**src/design/ffha_pkg.sv**
```systemverilog
`default_nettype none
package ffha_pkg;

    localparam int HEAP_BYTES   = 4194304;
    localparam int HEADER_BYTES = 12;
    localparam int MAX_BLOCKS   = 64;
    localparam int SPLIT_SLACK  = 8;

    localparam int IDX_W  = $clog2(MAX_BLOCKS);
    localparam int CNT_W  = IDX_W + 1;
    localparam int OFF_W  = $clog2(HEAP_BYTES);
    localparam int SIZE_W = 24;

    typedef struct packed {
        logic             used;
        logic [OFF_W-1:0] size;
        logic [OFF_W-1:0] off;
    } entry_t;

    localparam entry_t RESET_ENTRY = '{
        used: 1'b0,
        size: OFF_W'(HEAP_BYTES - HEADER_BYTES),
        off:  '0
    };

    typedef struct packed {
        logic             rd_en;
        logic [IDX_W-1:0] rd_addr;
        logic             wr_en;
        logic [IDX_W-1:0] wr_addr;
        entry_t           wr_data;
    } tbl_req_t;

    typedef enum logic [1:0] {
        ST_DONE    = 2'd0,
        ST_NOFIT   = 2'd1,
        ST_IGNORED = 2'd2
    } status_t;

    typedef enum logic {
        FN_ALLOC = 1'b0,
        FN_FREE  = 1'b1
    } func_t;

    typedef enum logic [3:0] {
        S_IDLE,
        S_SCAN_RD,
        S_SCAN_CHK,
        S_SHU_RD,
        S_SHU_WR,
        S_INS_WR,
        S_ALC_WR,
        S_MRG_RD,
        S_MRG_CHK,
        S_SHD_RD,
        S_SHD_WR,
        S_FRE_WR,
        S_DONE
    } state_t;

endpackage
`default_nettype wire

```
**src/design/ffha_table.sv**
```systemverilog
`default_nettype none
module ffha_table (
    input  wire logic              aclk,
    input  wire logic              aresetn,
    input  wire ffha_pkg::tbl_req_t req,
    output ffha_pkg::entry_t       rd_data
);

    ffha_pkg::entry_t mem [ffha_pkg::MAX_BLOCKS];
    ffha_pkg::entry_t rd_data_reg;
    logic             e0_init_reg;
    logic             fresh_reg;

    always_ff @(posedge aclk) begin
        if (req.wr_en) begin
            mem[req.wr_addr] <= req.wr_data;
        end
        if (req.rd_en) begin
            rd_data_reg <= mem[req.rd_addr];
            fresh_reg   <= (req.rd_addr == '0) && e0_init_reg;
        end
    end

    // entry 0 reads as the whole free heap until first written
    always_ff @(posedge aclk) begin
        if (!aresetn) begin
            e0_init_reg <= 1'b1;
        end else if (req.wr_en && req.wr_addr == '0) begin
            e0_init_reg <= 1'b0;
        end
    end

    assign rd_data = fresh_reg ? ffha_pkg::RESET_ENTRY : rd_data_reg;

endmodule
`default_nettype wire

```
**src/design/ffha_ctrl.sv**
```systemverilog
`default_nettype none
module ffha_ctrl (
    input  wire logic                 aclk,
    input  wire logic                 aresetn,
    input  wire logic [31:0]          heap_base,
    input  wire logic                 in_valid,
    output logic                      in_ready,
    input  wire logic                 in_func,
    input  wire logic [22:0]          in_req_size,
    input  wire logic [31:0]          in_release_addr,
    output logic                      res_valid,
    input  wire logic                 res_ready,
    output logic [31:0]               res_grant,
    output ffha_pkg::status_t         res_status,
    output ffha_pkg::tbl_req_t        tbl_req,
    input  wire ffha_pkg::entry_t     tbl_rd
);

    localparam int IW = ffha_pkg::IDX_W;
    localparam int CW = ffha_pkg::CNT_W;
    localparam int OW = ffha_pkg::OFF_W;
    localparam int SW = ffha_pkg::SIZE_W;

    ffha_pkg::state_t  state_reg, state_next;
    ffha_pkg::func_t   func_reg, func_next;
    logic [SW-1:0]     sz_reg, sz_next;
    logic [OW-1:0]     tgt_reg, tgt_next;
    logic [CW-1:0]     idx_reg, idx_next;
    logic [IW-1:0]     hit_reg, hit_next;
    logic [CW-1:0]     cnt_reg, cnt_next;
    logic [CW-1:0]     src_reg, src_next;
    logic [CW-1:0]     mrg_reg, mrg_next;
    logic [OW-1:0]     cur_off_reg, cur_off_next;
    logic [OW-1:0]     cur_size_reg, cur_size_next;
    logic [OW-1:0]     nb_off_reg, nb_off_next;
    logic [OW-1:0]     nb_size_reg, nb_size_next;
    logic [31:0]       grant_reg, grant_next;
    ffha_pkg::status_t status_reg, status_next;

    logic [32:0] addr_w, base_w, dist_w, off_w;
    logic        free_ok;
    logic        fits, split, match;
    logic [SW:0] need_w;
    logic        accept;

    assign accept = in_valid && in_ready;

    always_comb begin
        addr_w  = {1'b0, in_release_addr};
        base_w  = {1'b0, heap_base};
        dist_w  = addr_w - base_w;
        off_w   = dist_w - 33'(ffha_pkg::HEADER_BYTES);
        free_ok = (in_release_addr != '0) && (addr_w >= base_w)
                  && (dist_w < 33'(ffha_pkg::HEAP_BYTES))
                  && (dist_w >= 33'(ffha_pkg::HEADER_BYTES));
        need_w  = {1'b0, sz_reg} + (SW+1)'(ffha_pkg::HEADER_BYTES + ffha_pkg::SPLIT_SLACK);
        fits    = !tbl_rd.used && ({{(SW-OW){1'b0}}, tbl_rd.size} >= sz_reg);
        split   = ({{(SW+1-OW){1'b0}}, tbl_rd.size} > need_w)
                  && (cnt_reg < CW'(ffha_pkg::MAX_BLOCKS));
        match   = tbl_rd.off == tgt_reg;
    end

    // next state and datapath
    always_comb begin
        state_next    = state_reg;
        func_next     = func_reg;
        sz_next       = sz_reg;
        tgt_next      = tgt_reg;
        idx_next      = idx_reg;
        hit_next      = hit_reg;
        cnt_next      = cnt_reg;
        src_next      = src_reg;
        mrg_next      = mrg_reg;
        cur_off_next  = cur_off_reg;
        cur_size_next = cur_size_reg;
        nb_off_next   = nb_off_reg;
        nb_size_next  = nb_size_reg;
        grant_next    = grant_reg;
        status_next   = status_reg;
        unique case (state_reg)
            ffha_pkg::S_IDLE: begin
                if (accept) begin
                    func_next  = ffha_pkg::func_t'(in_func);
                    sz_next    = ({1'b0, in_req_size} + SW'(3)) & ~SW'(3);
                    tgt_next   = off_w[OW-1:0];
                    idx_next   = '0;
                    grant_next = '0;
                    if (in_func == ffha_pkg::FN_FREE && !free_ok) begin
                        status_next = ffha_pkg::ST_IGNORED;
                        state_next  = ffha_pkg::S_DONE;
                    end else begin
                        state_next = ffha_pkg::S_SCAN_RD;
                    end
                end
            end
            ffha_pkg::S_SCAN_RD: begin
                if (idx_reg == cnt_reg) begin
                    status_next = (func_reg == ffha_pkg::FN_ALLOC) ?
                                  ffha_pkg::ST_NOFIT : ffha_pkg::ST_IGNORED;
                    state_next  = ffha_pkg::S_DONE;
                end else begin
                    state_next = ffha_pkg::S_SCAN_CHK;
                end
            end
            ffha_pkg::S_SCAN_CHK: begin
                hit_next      = idx_reg[IW-1:0];
                cur_off_next  = tbl_rd.off;
                cur_size_next = tbl_rd.size;
                nb_off_next   = tbl_rd.off + OW'(ffha_pkg::HEADER_BYTES) + sz_reg[OW-1:0];
                nb_size_next  = tbl_rd.size - sz_reg[OW-1:0]
                                - OW'(ffha_pkg::HEADER_BYTES);
                src_next      = cnt_reg;
                mrg_next      = '0;
                idx_next      = idx_reg + CW'(1);
                if (func_reg == ffha_pkg::FN_ALLOC) begin
                    if (fits) begin
                        if (split) begin
                            cur_size_next = sz_reg[OW-1:0];
                            state_next    = ffha_pkg::S_SHU_RD;
                        end else begin
                            state_next = ffha_pkg::S_ALC_WR;
                        end
                    end else begin
                        state_next = ffha_pkg::S_SCAN_RD;
                    end
                end else begin
                    state_next = match ? ffha_pkg::S_MRG_RD : ffha_pkg::S_SCAN_RD;
                end
            end
            ffha_pkg::S_SHU_RD: begin
                if (src_reg == {1'b0, hit_reg} + CW'(1)) begin
                    state_next = ffha_pkg::S_INS_WR;
                end else begin
                    state_next = ffha_pkg::S_SHU_WR;
                end
            end
            ffha_pkg::S_SHU_WR: begin
                src_next   = src_reg - CW'(1);
                state_next = ffha_pkg::S_SHU_RD;
            end
            ffha_pkg::S_INS_WR: begin
                cnt_next   = cnt_reg + CW'(1);
                state_next = ffha_pkg::S_ALC_WR;
            end
            ffha_pkg::S_ALC_WR: begin
                grant_next  = heap_base + {{(32-OW){1'b0}}, cur_off_reg}
                              + 32'(ffha_pkg::HEADER_BYTES);
                status_next = ffha_pkg::ST_DONE;
                state_next  = ffha_pkg::S_DONE;
            end
            ffha_pkg::S_MRG_RD: begin
                src_next   = idx_reg;
                state_next = (idx_reg == cnt_reg) ? ffha_pkg::S_SHD_RD : ffha_pkg::S_MRG_CHK;
            end
            ffha_pkg::S_MRG_CHK: begin
                src_next = idx_reg;
                if (!tbl_rd.used) begin
                    cur_size_next = cur_size_reg + OW'(ffha_pkg::HEADER_BYTES) + tbl_rd.size;
                    mrg_next      = mrg_reg + CW'(1);
                    idx_next      = idx_reg + CW'(1);
                    state_next    = ffha_pkg::S_MRG_RD;
                end else begin
                    state_next = ffha_pkg::S_SHD_RD;
                end
            end
            ffha_pkg::S_SHD_RD: begin
                if (mrg_reg == '0 || src_reg == cnt_reg) begin
                    state_next = ffha_pkg::S_FRE_WR;
                end else begin
                    state_next = ffha_pkg::S_SHD_WR;
                end
            end
            ffha_pkg::S_SHD_WR: begin
                src_next   = src_reg + CW'(1);
                state_next = ffha_pkg::S_SHD_RD;
            end
            ffha_pkg::S_FRE_WR: begin
                cnt_next    = cnt_reg - mrg_reg;
                status_next = ffha_pkg::ST_DONE;
                state_next  = ffha_pkg::S_DONE;
            end
            ffha_pkg::S_DONE: begin
                if (res_ready) begin
                    state_next = ffha_pkg::S_IDLE;
                end
            end
            default: state_next = ffha_pkg::S_IDLE;
        endcase
    end

    // outputs and table port
    always_comb begin
        in_ready        = 1'b0;
        res_valid       = 1'b0;
        tbl_req.rd_en   = 1'b0;
        tbl_req.rd_addr = '0;
        tbl_req.wr_en   = 1'b0;
        tbl_req.wr_addr = '0;
        tbl_req.wr_data = '0;
        unique case (state_reg)
            ffha_pkg::S_IDLE: in_ready = 1'b1;
            ffha_pkg::S_SCAN_RD: begin
                tbl_req.rd_en   = idx_reg != cnt_reg;
                tbl_req.rd_addr = idx_reg[IW-1:0];
            end
            ffha_pkg::S_SHU_RD: begin
                tbl_req.rd_en   = src_reg != {1'b0, hit_reg} + CW'(1);
                tbl_req.rd_addr = IW'(src_reg - CW'(1));
            end
            ffha_pkg::S_SHU_WR: begin
                tbl_req.wr_en   = 1'b1;
                tbl_req.wr_addr = src_reg[IW-1:0];
                tbl_req.wr_data = tbl_rd;
            end
            ffha_pkg::S_INS_WR: begin
                tbl_req.wr_en   = 1'b1;
                tbl_req.wr_addr = hit_reg + IW'(1);
                tbl_req.wr_data = '{used: 1'b0, size: nb_size_reg, off: nb_off_reg};
            end
            ffha_pkg::S_ALC_WR: begin
                tbl_req.wr_en   = 1'b1;
                tbl_req.wr_addr = hit_reg;
                tbl_req.wr_data = '{used: 1'b1, size: cur_size_reg, off: cur_off_reg};
            end
            ffha_pkg::S_MRG_RD: begin
                tbl_req.rd_en   = idx_reg != cnt_reg;
                tbl_req.rd_addr = idx_reg[IW-1:0];
            end
            ffha_pkg::S_SHD_RD: begin
                tbl_req.rd_en   = !(mrg_reg == '0 || src_reg == cnt_reg);
                tbl_req.rd_addr = src_reg[IW-1:0];
            end
            ffha_pkg::S_SHD_WR: begin
                tbl_req.wr_en   = 1'b1;
                tbl_req.wr_addr = IW'(src_reg - mrg_reg);
                tbl_req.wr_data = tbl_rd;
            end
            ffha_pkg::S_FRE_WR: begin
                tbl_req.wr_en   = 1'b1;
                tbl_req.wr_addr = hit_reg;
                tbl_req.wr_data = '{used: 1'b0, size: cur_size_reg, off: cur_off_reg};
            end
            ffha_pkg::S_DONE: res_valid = 1'b1;
            default: ;
        endcase
    end

    assign res_grant  = grant_reg;
    assign res_status = status_reg;

    always_ff @(posedge aclk) begin
        if (!aresetn) begin
            state_reg <= ffha_pkg::S_IDLE;
            cnt_reg   <= CW'(1);
        end else begin
            state_reg <= state_next;
            cnt_reg   <= cnt_next;
        end
    end

    always_ff @(posedge aclk) begin
        func_reg     <= func_next;
        sz_reg       <= sz_next;
        tgt_reg      <= tgt_next;
        idx_reg      <= idx_next;
        hit_reg      <= hit_next;
        src_reg      <= src_next;
        mrg_reg      <= mrg_next;
        cur_off_reg  <= cur_off_next;
        cur_size_reg <= cur_size_next;
        nb_off_reg   <= nb_off_next;
        nb_size_reg  <= nb_size_next;
        grant_reg    <= grant_next;
        status_reg   <= status_next;
    end

    a_cnt_range: assert property (@(posedge aclk) disable iff (!aresetn)
        cnt_reg != '0 && cnt_reg <= CW'(ffha_pkg::MAX_BLOCKS))
        else $error("block count out of range");

    a_wr_in_table: assert property (@(posedge aclk) disable iff (!aresetn)
        tbl_req.wr_en |-> {1'b0, tbl_req.wr_addr} <= cnt_reg)
        else $error("table write beyond block count");

    a_no_rw_overlap: assert property (@(posedge aclk) disable iff (!aresetn)
        !(tbl_req.rd_en && tbl_req.wr_en))
        else $error("table read and write in one cycle");

    a_result_drains: assert property (@(posedge aclk) disable iff (!aresetn)
        (res_valid && res_ready) |=> in_ready)
        else $error("controller not idle after result transfer");

endmodule
`default_nettype wire

```
**src/design/first_fit_heap_allocator.sv**
```systemverilog
// Channel  | Handshake          | Payload
// s_       | s_valid / s_ready  | s_func, s_req_size, s_release_addr
// m_       | m_valid / m_ready  | m_grant_addr, m_status
// cfg_     | cfg_wr_en          | cfg_wr_data (heap_base)
//
// One item at a time; the block table sits in a single-port-read, single-port-write RAM.
// A scan visits the entries in order; a split shifts the tail up one entry at a time;
// a free merges and shifts the tail down, one entry at a time.
// Reset is synchronous; entry 0 reads as the whole free heap until first written.
// Results sit in an output register, so a new item is taken while m_valid waits on m_ready.
`default_nettype none
module first_fit_heap_allocator (
    input  wire logic        aclk,
    input  wire logic        aresetn,
    input  wire logic        cfg_wr_en,
    input  wire logic [31:0] cfg_wr_data,
    input  wire logic        s_valid,
    output logic             s_ready,
    input  wire logic        s_func,
    input  wire logic [22:0] s_req_size,
    input  wire logic [31:0] s_release_addr,
    output logic             m_valid,
    input  wire logic        m_ready,
    output logic [31:0]      m_grant_addr,
    output logic [1:0]       m_status
);

    logic [31:0]        heap_base_reg;
    logic               m_valid_reg, m_valid_next;
    logic [31:0]        grant_reg;
    ffha_pkg::status_t  status_reg;

    logic               res_valid, res_ready;
    logic [31:0]        res_grant;
    ffha_pkg::status_t  res_status;
    ffha_pkg::tbl_req_t tbl_req;
    ffha_pkg::entry_t   tbl_rd;

    ffha_table u_table (
        .aclk    (aclk),
        .aresetn (aresetn),
        .req     (tbl_req),
        .rd_data (tbl_rd)
    );

    ffha_ctrl u_ctrl (
        .aclk            (aclk),
        .aresetn         (aresetn),
        .heap_base       (heap_base_reg),
        .in_valid        (s_valid),
        .in_ready        (s_ready),
        .in_func         (s_func),
        .in_req_size     (s_req_size),
        .in_release_addr (s_release_addr),
        .res_valid       (res_valid),
        .res_ready       (res_ready),
        .res_grant       (res_grant),
        .res_status      (res_status),
        .tbl_req         (tbl_req),
        .tbl_rd          (tbl_rd)
    );

    // load when the output register is empty or being drained
    assign res_ready = !m_valid_reg || m_ready;

    always_comb begin
        m_valid_next = m_valid_reg;
        if (m_valid_reg && m_ready) begin
            m_valid_next = 1'b0;
        end
        if (res_valid && res_ready) begin
            m_valid_next = 1'b1;
        end
    end

    always_ff @(posedge aclk) begin
        if (!aresetn) begin
            heap_base_reg <= 32'h0040_0000;
            m_valid_reg   <= 1'b0;
        end else begin
            m_valid_reg <= m_valid_next;
            if (cfg_wr_en) begin
                heap_base_reg <= cfg_wr_data;
            end
        end
    end

    always_ff @(posedge aclk) begin
        if (res_valid && res_ready) begin
            grant_reg  <= res_grant;
            status_reg <= res_status;
        end
    end

    assign m_valid      = m_valid_reg;
    assign m_grant_addr = grant_reg;
    assign m_status     = status_reg;

endmodule
`default_nettype wire

```
**config.mk**
```make
export PLATFORM = sky130hd
export DESIGN_NAME = first_fit_heap_allocator
export DESIGN_NICKNAME = d
export VERILOG_FILES = /design/src/design/ffha_pkg.sv /design/src/design/ffha_table.sv /design/src/design/ffha_ctrl.sv /design/src/design/first_fit_heap_allocator.sv
export SDC_FILE = /design/constraint.sdc
export NUM_CORES = 2
export LEC_CHECK = 0
export ABC_AREA = 1
export ABC_CLOCK_PERIOD_IN_PS = 6950
export BUFFER_PORTS_ARGS = -buffer_cell sky130_fd_sc_hd__buf_2
export CAP_MARGIN = 20
export CORE_MARGIN = 5
export CORE_UTILIZATION = 40
export CTS_CLUSTER_SIZE = 30
export DETAILED_ROUTE_END_ITERATION = 10
export GPL_ROUTABILITY_DRIVEN = 0
export MAX_ROUTING_LAYER = met4
export PLACE_DENSITY = 0.57
export SETUP_SLACK_MARGIN = 0.15
export SLEW_MARGIN = 10
export SYNTH_ARGS = -nofsm -noshare
export SYNTH_HDL_FRONTEND = slang
export SYNTH_SLANG_ARGS = --single-unit
```
**constraint.sdc**
```tcl
create_clock -name aclk -period 6.95 [get_ports aclk]
set_input_delay 1.39 -clock aclk [delete_from_list [all_inputs] [get_ports aclk]]
set_output_delay 1.39 -clock aclk [all_outputs]
set_load 0.02 [all_outputs]
```
==> impl_results.md <==
* Max Fanout on Critical Path at approximately 110
* Detailed-route via count at roughly 95000
* Number of different library cells in the post-synthesis netlist at between 70 and 80
* Final routed wirelength across all metal layers at 455000 um
* Final HPWL DP at between 200000 and 300000 um
* # port buffers at 128
* Async S/R FF share, synth at 0
* Clock tree from TritonCTS: done
* GR Overflow Total at 0
* Most used DFF post-synth: sky130_fd_sc_hd__edfxtp_1
* Violated checks: design-rule violations
* Clock latency reported for the late side of the worst-skew pair at around 900 ps
* Lkg Pwr at 53.2 nW
* Root buf cell: sky130_fd_sc_hd__clkbuf_16
* Worst-case clock skew at around 53 ps
* Number of max-cap violations at 0
* Total Neg Setup Slack at 0 ps
* Height of the die at 596 um
* Global routing usage summed across all routing layers at 0.255
* Worst R2R Start: u_ctrl.state_reg[3]
* Starting utilization of the core area at 0.401
* Crit. End Element: flip-flop
* Critical Path AT at roughly 6200 ps
* Biggest area consumer among synthesized cells: sky130_fd_sc_hd__edfxtp_1
* Number of synthesized flops with an enable pin at 3152
* Vias in the first global route at around 90000
* Cts hold-fix bufs at 0
* Count of final setup violators at 0
* Number of cells on the worst reg-to-reg path at 18
* Unrepaired setup endpoints after global routing: no
* Routed wire per std cell at 27.8 um
* Buffers inserted by post-CTS timing repair at 0
* Fraction of the yosys area taken by sequential cells at 0.697
* Final hold violation count at 0
* Clock Pin Slew Worst Setup and Hold Paths at about 60 ps
* Cell Rows at roughly 220
* Start-to-end type of the worst setup path: flip-flop to flip-flop
* Worst hold path type: flip-flop to flip-flop
* Fmax at about 0.18 GHz
* Hold path startpoint: u_ctrl.res_grant[31]
* Area growth from synthesis to layout at 12.4%
* Slew of the pin with the lowest slew margin at about 1200 ps
* Number of flip-flops under the largest register name at between 2000 and 3000
* Largest net degree at the start of global routing at approximately 190
* Period utilization at 0.784
* Leading cell types by count after synthesis: sky130_fd_sc_hd__edfxtp_1, sky130_fd_sc_hd__nand2_1, sky130_fd_sc_hd__nor2_1, sky130_fd_sc_hd__o21ai_0, sky130_fd_sc_hd__a21oi_1
* Synthesized Nets at ~12000
* Final Slew Violations at 0
* Router iterations before antenna repair at 11
* Drt initial violations at 12900
* Number of instances resized during post-cts repair at 0
* Dpl ws at 1710 ps
* Remaining antenna violation count at 0
* Leading post-synthesis cells by cell area: sky130_fd_sc_hd__edfxtp_1, sky130_fd_sc_hd__nand2_1, sky130_fd_sc_hd__nor2_1
* Outcome: finished with violations
* CTS buffer count at about 330
* Max_slew headroom at 0.222
* Core region area at roughly 340000 sq um
* Most instantiated library cell after synthesis: sky130_fd_sc_hd__edfxtp_1
* # fillers at around 30000
* End point of the most critical hold path: m_grant_addr[31]
* Total of flip-flops plus latches after synthesis at around 3200
* Proportion of layout cells with a drive suffix above 1 at 0.100
* Total die area at 355000 sq um
* Post-synthesis cell count at ~11000
* Final setup slack of the worst path at 1500 ps
* Number of remaining DRC errors at 2
* Dpl cells at around 16000
* Initial antenna violation count at 29
* P per Cell Area at 404 nW/um^2
* Share of the synthesized area in the top cell type at 0.690
* Finished Layout Cells at about 16000
* Syn Area/Cell at 12.0 sq um
* Area occupied by multi-input gates at between 30000 and 40000 sq um
* Average via count per standard cell at about 5.8
* Reg2Reg Capture Point: u_table.rd_data_reg[31]
* Summed instance area of the synthesized netlist at around 140000 sq um
* Category of the worst setup path launch point: flip-flop
* Wire length of the first global-routing pass at around 650000 um
* R2R setup slack at roughly 1500 ps
* Post-route minimum period at about 5400 ps
* Total clock sinks at 3197
* Data required time at the worst endpoint at just under 8000 ps
* Maximum buffer depth of the clock tree at 4
* CTS H-Tree Depth at 5
* Maximum resistive drop on vdd at 0.000270 V
* Io pins at 129
* Number of cells traversed by the worst hold path at 0
* Storage cell area at around 96000 sq um
* Synth warn at 0
* Die width at roughly 600 um
* Final nets at 11900
==> critical path: stages (launching register included) <==
cell	delay, ps
sky130_fd_sc_hd__dfxtp_1	390
sky130_fd_sc_hd__inv_1	120
sky130_fd_sc_hd__nand2_1	180
sky130_fd_sc_hd__nor2_2	110
sky130_fd_sc_hd__nand2_1	70
sky130_fd_sc_hd__o21ai_1	80
sky130_fd_sc_hd__inv_1	150
sky130_fd_sc_hd__nand2_8	430
sky130_fd_sc_hd__inv_8	890
sky130_fd_sc_hd__buf_12	370
sky130_fd_sc_hd__buf_4	360
sky130_fd_sc_hd__o21ai_0	120
sky130_fd_sc_hd__o22ai_1	210
sky130_fd_sc_hd__nand2_1	170
sky130_fd_sc_hd__nand3_1	150
sky130_fd_sc_hd__nand2_1	60
sky130_fd_sc_hd__a31oi_1	610
sky130_fd_sc_hd__o21ai_0	410
sky130_fd_sc_hd__nand2_1	160
==> worst max-delay path by stage <==
stage / start / end / slack, ps / depth (start not counted)
after global routing: u_ctrl.state_reg[2] / u_table.rd_data_reg[31] / 1260 / 18
after global placement: u_ctrl.src_reg[0] / u_table.mem[5][30] / 1500 / 18
after CTS: u_ctrl.state_reg[3] / u_table.rd_data_reg[31] / 1710 / 18
after floorplan: m_ready / m_grant_addr[0] / 1720 / 2
final: u_ctrl.state_reg[3] / u_table.rd_data_reg[31] / 1500 / 18
after detailed placement: u_ctrl.state_reg[2] / u_table.rd_data_reg[31] / 1710 / 18
==> cells by family (layout without fill, tap and decap cells) <==
kind of cell,after synthesis,after routing,share of synthesized area
flip-flops,3197,3197,0.697
XOR/XNOR,135,135,0.00862
buffers and inverters,1170,1523,0.0370
adder cells (fa/ha/maj),256,256,0.0237
multiplexers,21,21,0.00153
other,0,13,0
AO/OA/AOI/OAI,2490,2490,0.109
AND/OR/NAND/NOR,4152,4152,0.124
==> final cells by class <==
type / instances / area share
Antenna cell: 13 / 0.000211
Clock buffer: 414 / 0.0569
Clock inverter: 159 / 0.00809
Inverter: 542 / 0.0134
Multi-Input combinational cell: 7054 / 0.242
Sequential cell: 3197 / 0.620
Tap cell: 4557 / 0.0370
Timing Repair Buffer: 408 / 0.0228
==> layout by cell type (no fill, tap or decap), drive strengths merged, types with 88 or more instances in the layout <==
cell	Yosys	routed
nand3	249	249
nor2	1499	1499
o221ai	98	98
o211ai	208	208
nor3	88	88
clkinv	3	130
or2	220	220
inv	539	550
o311ai	89	89
edfxtp	3152	3152
xor2	97	97
clkbuf	250	415
buf	378	407
ha	249	249
nand2	1967	1967
a21oi	533	533
o21ai	1048	1048
o22ai	211	211
==> through the flow <==
step	power (W)	instance area, sq um	util	hold WS [ps]
after floorplan	0.0373	137000	-	400
after global placement	0.0451	144000	0.421	403
after detailed placement	0.0453	144000	0.421	405
after CTS	0.0621	154000	0.450	416
after global routing	0.0648	154000	0.450	425
final	0.0623	154000	0.450	416
==> where the power goes <==
group	switching, W	internal, W	total, W
clock network	0.00738	0.00952	0.0169
registers	0.000957	0.0247	0.0256
logic	0.0147	0.00508	0.0198
total	0.0230	0.0393	0.0623
==> metal layers <==
layer	share of wire	track usage	wire length [um]
met5	0	-	0
met4	0.032	0.0772	14700
met3	0.10	0.0466	47500
met2	0.46	0.389	208000
met1	0.41	0.348	184000
Note: power is estimated with default switching activity, not from simulation.
